[config.mk]
export PLATFORM = sky130hd
export DESIGN_NAME = s3x_emit
export DESIGN_NICKNAME = d
export VERILOG_FILES = /design/src/rtl/core/s3x_pkg.sv /design/src/rtl/core/s3x_emit.sv
export SDC_FILE = /design/constraint.sdc
export NUM_CORES = 1
export LEC_CHECK = 0
export ABC_AREA = 1
export BUFFER_PORTS_ARGS = -buffer_cell sky130_fd_sc_hd__buf_2
export CAP_MARGIN = 5
export CORE_MARGIN = 5
export CORE_UTILIZATION = 43
export DETAILED_ROUTE_END_ITERATION = 10
export PLACE_DENSITY = 0.74
export SLEW_MARGIN = 20
export SYNTH_ARGS = -nofsm -noshare
export SYNTH_HDL_FRONTEND = slang
export SYNTH_SLANG_ARGS = --single-unit
[constraint.sdc]
create_clock -name clock -period 13.5 [get_ports clock]
set_input_delay 3.375 -clock clock [delete_from_list [all_inputs] [get_ports clock]]
set_output_delay 3.375 -clock clock [all_outputs]
set_load 0.01 [all_outputs]
[src/rtl/core/s3x_pkg.sv]
// shared types, constants and the scale3x block rule for the upscaler core
package s3x_pkg;

   localparam int MAX_WIDTH_DEF = 1024;
   localparam int MAX_HEIGHT    = 4096;
   localparam int PIX_W         = 8;
   localparam int COL_OUT_W     = 10;
   localparam int ROW_W         = 12;
   localparam int WIDTH_REG_W   = 11;
   localparam int HEIGHT_REG_W  = 13;
   localparam int CSR_DATA_W    = 13;
   localparam int DIM_W         = 14;
   localparam int PEND_W        = 4;

   localparam logic CSR_IMAGE_WIDTH  = 1'b0;
   localparam logic CSR_IMAGE_HEIGHT = 1'b1;

   typedef logic [PIX_W-1:0] pix_type;
   typedef pix_type [8:0] blk_type;

   typedef struct packed {
      pix_type                pix;
      pix_type                up;
      pix_type                mid;
      logic [COL_OUT_W-1:0]   x_lo;
      logic [ROW_W-1:0]       y;
      logic [PEND_W-1:0]      pend;
      logic                   x_ge1;
      logic                   x_ge2;
      logic                   y_ge1;
      logic                   y_ge2;
      logic                   x_in;
      logic                   x_in1;
      logic                   x_in2;
      logic                   y_in;
      logic                   y_in1;
      logic                   y_in2;
   } load_type;

   // neighbourhood a..i in slots 0..8, result block row major
   function automatic blk_type scale3x(input blk_type nb);
      pix_type a, b, c, d, e, f, g, h, i;
      logic    k1, k3, k7, k9;
      blk_type o;
      a  = nb[0];
      b  = nb[1];
      c  = nb[2];
      d  = nb[3];
      e  = nb[4];
      f  = nb[5];
      g  = nb[6];
      h  = nb[7];
      i  = nb[8];
      k1 = (d == b) && (d != h) && (b != f);
      k3 = (b == f) && (b != d) && (f != h);
      k7 = (h == d) && (h != f) && (d != b);
      k9 = (f == h) && (f != b) && (h != d);
      o[0] = k1 ? d : e;
      o[1] = ((k1 && e != c) || (k3 && e != a)) ? b : e;
      o[2] = k3 ? f : e;
      o[3] = ((k7 && e != a) || (k1 && e != g)) ? d : e;
      o[4] = e;
      o[5] = ((k3 && e != i) || (k9 && e != c)) ? f : e;
      o[6] = k7 ? d : e;
      o[7] = ((k9 && e != g) || (k7 && e != i)) ? h : e;
      o[8] = k9 ? f : e;
      return o;
   endfunction

endpackage

[src/rtl/core/s3x_emit.sv]
// 3x3 window, pending block list, scale3x rule and result register
module s3x_emit (
   input  logic                                 clock,
   input  logic                                 reset,
   input  logic                                 load,
   input  s3x_pkg::load_type                    load_data,
   output logic                                 free,
   output logic                                 rsp_valid,
   input  logic                                 rsp_ready,
   output s3x_pkg::pix_type                     rsp_out_top_left,
   output s3x_pkg::pix_type                     rsp_out_top_mid,
   output s3x_pkg::pix_type                     rsp_out_top_right,
   output s3x_pkg::pix_type                     rsp_out_mid_left,
   output s3x_pkg::pix_type                     rsp_out_centre,
   output s3x_pkg::pix_type                     rsp_out_mid_right,
   output s3x_pkg::pix_type                     rsp_out_bot_left,
   output s3x_pkg::pix_type                     rsp_out_bot_mid,
   output s3x_pkg::pix_type                     rsp_out_bot_right,
   output logic [s3x_pkg::COL_OUT_W-1:0]        rsp_src_col,
   output logic [s3x_pkg::ROW_W-1:0]            rsp_src_row,
   output logic                                 rsp_run_last
);

   s3x_pkg::pix_type                  win_ff [3][3];
   s3x_pkg::load_type                 cur_ff;
   logic [s3x_pkg::PEND_W-1:0]        pend_ff;
   logic [s3x_pkg::PEND_W-1:0]        pend_in;
   logic [s3x_pkg::PEND_W-1:0]        low;
   logic [s3x_pkg::PEND_W-1:0]        pend_rest;
   logic                              issue;
   logic                              cc2;
   logic                              rr2;
   logic [3:0]                        row_ok;
   logic [3:0]                        col_ok;
   s3x_pkg::pix_type                  ctr;
   s3x_pkg::blk_type                  nb;
   s3x_pkg::blk_type                  blk;
   logic                              rsp_valid_ff;
   s3x_pkg::blk_type                  blk_ff;
   logic [s3x_pkg::COL_OUT_W-1:0]     col_ff;
   logic [s3x_pkg::ROW_W-1:0]         row_ff;
   logic                              last_ff;

   assign low       = pend_ff & (~pend_ff + s3x_pkg::PEND_W'(1));
   assign pend_rest = pend_ff & ~low;
   assign issue     = (pend_ff != '0) && (!rsp_valid_ff || rsp_ready);
   assign pend_in   = issue ? pend_rest : pend_ff;
   assign free      = (pend_in == '0);

   assign cc2 = low[1] | low[3];
   assign rr2 = low[2] | low[3];

   // window rows y-2..y and columns x-2..x inside the image, slot 3 lies past the window
   always_comb begin
      logic [1:0] wr;
      logic [1:0] wc;
      row_ok[0] = cur_ff.y_ge2 && cur_ff.y_in2;
      row_ok[1] = cur_ff.y_ge1 && cur_ff.y_in1;
      row_ok[2] = cur_ff.y_in;
      row_ok[3] = 1'b0;
      col_ok[0] = cur_ff.x_ge2 && cur_ff.x_in2;
      col_ok[1] = cur_ff.x_ge1 && cur_ff.x_in1;
      col_ok[2] = cur_ff.x_in;
      col_ok[3] = 1'b0;
      ctr = win_ff[rr2 ? 2 : 1][cc2 ? 2 : 1];
      for (int r = 0; r < 3; r++) begin
         for (int c = 0; c < 3; c++) begin
            wr = 2'(r) + {1'b0, rr2};
            wc = 2'(c) + {1'b0, cc2};
            if (row_ok[wr] && col_ok[wc]) begin
               nb[r*3+c] = win_ff[wr][wc];
            end else begin
               nb[r*3+c] = ctr;
            end
         end
      end
      blk = s3x_pkg::scale3x(nb);
   end

   always_ff @(posedge clock) begin
      if (reset) begin
         pend_ff <= '0;
         for (int r = 0; r < 3; r++) begin
            for (int c = 0; c < 3; c++) begin
               win_ff[r][c] <= '0;
            end
         end
      end else if (load) begin
         pend_ff <= load_data.pend;
         for (int r = 0; r < 3; r++) begin
            win_ff[r][0] <= win_ff[r][1];
            win_ff[r][1] <= win_ff[r][2];
         end
         win_ff[0][2] <= load_data.up;
         win_ff[1][2] <= load_data.mid;
         win_ff[2][2] <= load_data.pix;
      end else begin
         pend_ff <= pend_in;
      end
   end

   always_ff @(posedge clock) begin
      if (load) begin
         cur_ff <= load_data;
      end
   end

   always_ff @(posedge clock) begin
      if (reset) begin
         rsp_valid_ff <= 1'b0;
      end else if (issue) begin
         rsp_valid_ff <= 1'b1;
      end else if (rsp_ready) begin
         rsp_valid_ff <= 1'b0;
      end
   end

   always_ff @(posedge clock) begin
      if (issue) begin
         blk_ff  <= blk;
         col_ff  <= cc2 ? cur_ff.x_lo : cur_ff.x_lo - s3x_pkg::COL_OUT_W'(1);
         row_ff  <= rr2 ? cur_ff.y : cur_ff.y - s3x_pkg::ROW_W'(1);
         last_ff <= (pend_rest == '0);
      end
   end

   assign rsp_valid         = rsp_valid_ff;
   assign rsp_out_top_left  = blk_ff[0];
   assign rsp_out_top_mid   = blk_ff[1];
   assign rsp_out_top_right = blk_ff[2];
   assign rsp_out_mid_left  = blk_ff[3];
   assign rsp_out_centre    = blk_ff[4];
   assign rsp_out_mid_right = blk_ff[5];
   assign rsp_out_bot_left  = blk_ff[6];
   assign rsp_out_bot_mid   = blk_ff[7];
   assign rsp_out_bot_right = blk_ff[8];
   assign rsp_src_col       = col_ff;
   assign rsp_src_row       = row_ff;
   assign rsp_run_last      = last_ff;

`ifndef SYNTHESIS
   a_load_when_free: assert property (@(posedge clock) disable iff (reset)
      load |-> free)
      else $error("window loaded while blocks still pending");

   a_pend_after_load: assert property (@(posedge clock) disable iff (reset)
      load && (load_data.pend != '0) |=> pend_ff != '0)
      else $error("pending blocks lost on load");

   a_run_last_on_final: assert property (@(posedge clock) disable iff (reset)
      issue && (pend_rest == '0) |=> rsp_valid && rsp_run_last)
      else $error("final block of a pixel without run_last");

   a_one_pending_issue: assert property (@(posedge clock) disable iff (reset)
      issue |-> $onehot(low))
      else $error("block select not one-hot");
`endif

endmodule

==> summary.txt <==
commonest non-fill, non-tap cell in the layout -> nand2_1
r2r setup slk -> 8.71 ns
Critical Path RT -> 10.12 ns
cell family with most CP delay -> compound AO/OA/AOI/OAI gates
max-slew violations -> 0
WHS -> 0.5530 ns
htree depth -> 1
syn nets -> 1606
core area -> 27860 um2
worst-path cell chain -> buf_2 -> nor2_1 -> a21oi_4 -> nor2_1 -> inv_1 -> nand3_1 -> nor2_1 -> buf_2
hold_buf cts -> 0
routability cong. -> 0.9782
CTS max path bufs -> 3
crit path max-delay cell type -> a21oi_4
DRC Markers -> 0
CP Max Fanout -> 16
Worst Hold Depth -> 2
final setup fails -> 0
Rows -> 61
Setup CP Type -> in -> out
DRT Pass-1 Iters -> 7
crit share post-route -> 0.5801
fmax -> 0.1277 GHz
Num CTS Buffers -> 21
fin crit period -> 7.832 ns
die width -> 178.4 um
clock sinks -> 204
r2r startpoint -> pend_ff[0]$_SDFF_PP0_
commonest cells after routing, fill and taps aside -> nand2_1 (642), edfxtp_1 (199), nand3_1 (188), buf_2 (160), inv_1 (108)
worst vdd ir -> 0.07551 mV
Final TNS setup -> 0 ns
vias per cell -> 5.321
Detail Route Antenna Nets -> 0
status -> completed
vias in the first global route -> 9932
PD cells -> 134.6 nW/um2
Starting Density -> 0.4375
IO buf count -> 160
Via Count -> 10.95k
initial antenna violation count -> 0
CTS tree -> built
Avg WL per Cell -> 17.53 um
Setup Fix Bufs, Post-CTS -> 0
Area Growth Syn to Fin -> 12.88%
Setup crit start -> rsp_ready
num ports -> 161
most frequent CP cell -> nor2_1
final wirelength -> 36060 um
CTS resizes -> 0
HPWL Detailed -> 26070 um
layout cell share with drive strength beyond 1 -> 0.1632
Tot GR Track Use -> 0.2196
CP bufs+invs -> 3
r2r endpoint -> rsp_out_top_mid[2]$_DFFE_PP_
crit end category -> output port
Mapped Cells -> 1540
leak pwr -> 6.366 nW
worst-margin pin slew -> 1.142 ns
relative slew slack -> 0.2358
Final nets -> 1731
Remaining Overflow, GRT -> 0
antenna diode count -> 0
hold path start -> win_ff[0][12]$_SDFFCE_PN0P_
RSZ-0062 raised after global routing -> no
Mapped Area -> 12190 um2
FF+latch count, synth -> 204
Clk Latency, worst-skew pair -> 0.52 ns
initial drt markers -> 1100
post-synth cell types -> 42
HP Class -> reg -> reg
WP data arrival -> 4.46 ns
first-pass GRT wire length -> 55010 um
post-route core utilization -> 0.4939
post-synthesis sequential area ratio -> 0.4985
final hold violation count -> 0
DIE AREA -> 31810 um2
R2R depth -> 16
fillers -> 2679
register clock-pin slew on the reported worst setup and hold paths -> 0.06 ns
Yosys warning count -> 0
critical path startpoint category -> input port
clock skew -> 0.02396 ns
Avg Inst Size Synth -> 7.915 um2
total of max-cap violations -> 0
CTS root buf -> clkbuf_16
largest net degree at the start of global routing -> 83
chip height -> 178.4 um
delay of the slowest critical-path stage -> 0.42 ns
Hold Path End -> win_ff[0][20]$_SDFFCE_PN0P_
cell usage after synthesis, drive strengths merged:
master,number,area (um2)
nor2,118,514.2
nor3,4,20.02
dfxtp,5,100.1
a21o,1,7.510
o21a,1,7.510
or2,1,6.260
clkinv,1,5.000
nand3b,10,75.07
clkbuf,11,41.29
nand4,31,296.5
edfxtp,199,5976
xnor2,6,52.55
o21bai,3,22.52
or3,1,6.260
ha,2,25.02
buf,53,339.1
nand2,674,2643
inv,122,457.9
nand3,193,1006
a31oi,1,6.260
a21oi,8,43.79
or3b,1,8.760
xor2,13,113.9
o21ai,77,389.1
o31ai,1,7.510
nor4,3,18.77
power by group:
group / internal [mW] / switching [mW]
sequential: 0.783 / 0.0265
combinational: 0.142 / 0.378
clock: 0.286 / 0.237
state kept, by name, indices dropped and copies added (netlist names), 4 cells and up:
register	cells
pend_ff	4
rsp_src_row	12
rsp_out_top_right	8
rsp_out_centre	8
rsp_out_bot_left	8
rsp_out_bot_right	8
rsp_out_top_left	8
rsp_src_col	10
rsp_out_mid_left	8
rsp_out_bot_mid	8
win_ff	72
rsp_out_top_mid	8
cur_ff	31
rsp_out_mid_right	8
worst max path at each step:
stage | slack, ns | endpoint | cells after the start
after global placement | 5.67 | free | 8
after detailed placement | 5.68 | free | 8
final | 5.67 | free | 8
after floorplan | 1.65 | free | 6
after global routing | 5.51 | free | 8
after CTS | 5.67 | free | 8
through the flow:
stage          worst slack, ns  cells  cell area (um2)  power [mW]
2_1_floorplan            1.654   1540            12190       1.161
3_3_place_gp             5.666   2020            13150       1.320
3_5_place_dp             5.682   2020            13150       1.331
4_1_cts                  5.667   2057            13750       1.854
5_1_grt                  5.513   2057            13760       1.944
6_report                 5.668   2057            13760       1.852
tightest hold or removal path, stage by stage (launching register included):
cell and delay [ns]:
edfxtp_1 0.32, inv_1 0.05, nor2_1 0.08
cell type report:
cell class	count	area, um2	area share
Clock buffer	25	540.5	0.03928
Clock inverter	12	65.06	0.004729
Tap cell	378	473.0	0.03437
Sequential cell	204	6076	0.4416
Timing Repair Buffer	166	845.8	0.06147
Multi-Input combinational cell	1149	5296	0.3849
Inverter	123	462.9	0.03365
kinds of logic (layout without fill, tap and decap cells):
| family | after synthesis | in the layout | synth area share |
|---|---|---|---|
| fa+ha+maj | 2 | 2 | 0.002053 |
| compound gates | 92 | 92 | 0.03973 |
| xor+xnor | 19 | 19 | 0.01365 |
| buf+inv | 187 | 326 | 0.06918 |
| simple gates | 1036 | 1036 | 0.3769 |
| flops | 204 | 204 | 0.4985 |
metal layers:
metal / global-route usage / part of all wire / up-vias
met5: 0 / 0 / -
met4: 0.08571 / 0.038 / 0
met3: 0.03985 / 0.098 / 90
met2: 0.3561 / 0.46 / 565
met1: 0.2933 / 0.40 / 4974
li1: - / - / 5316
Power figures use the tool's default switching activity.
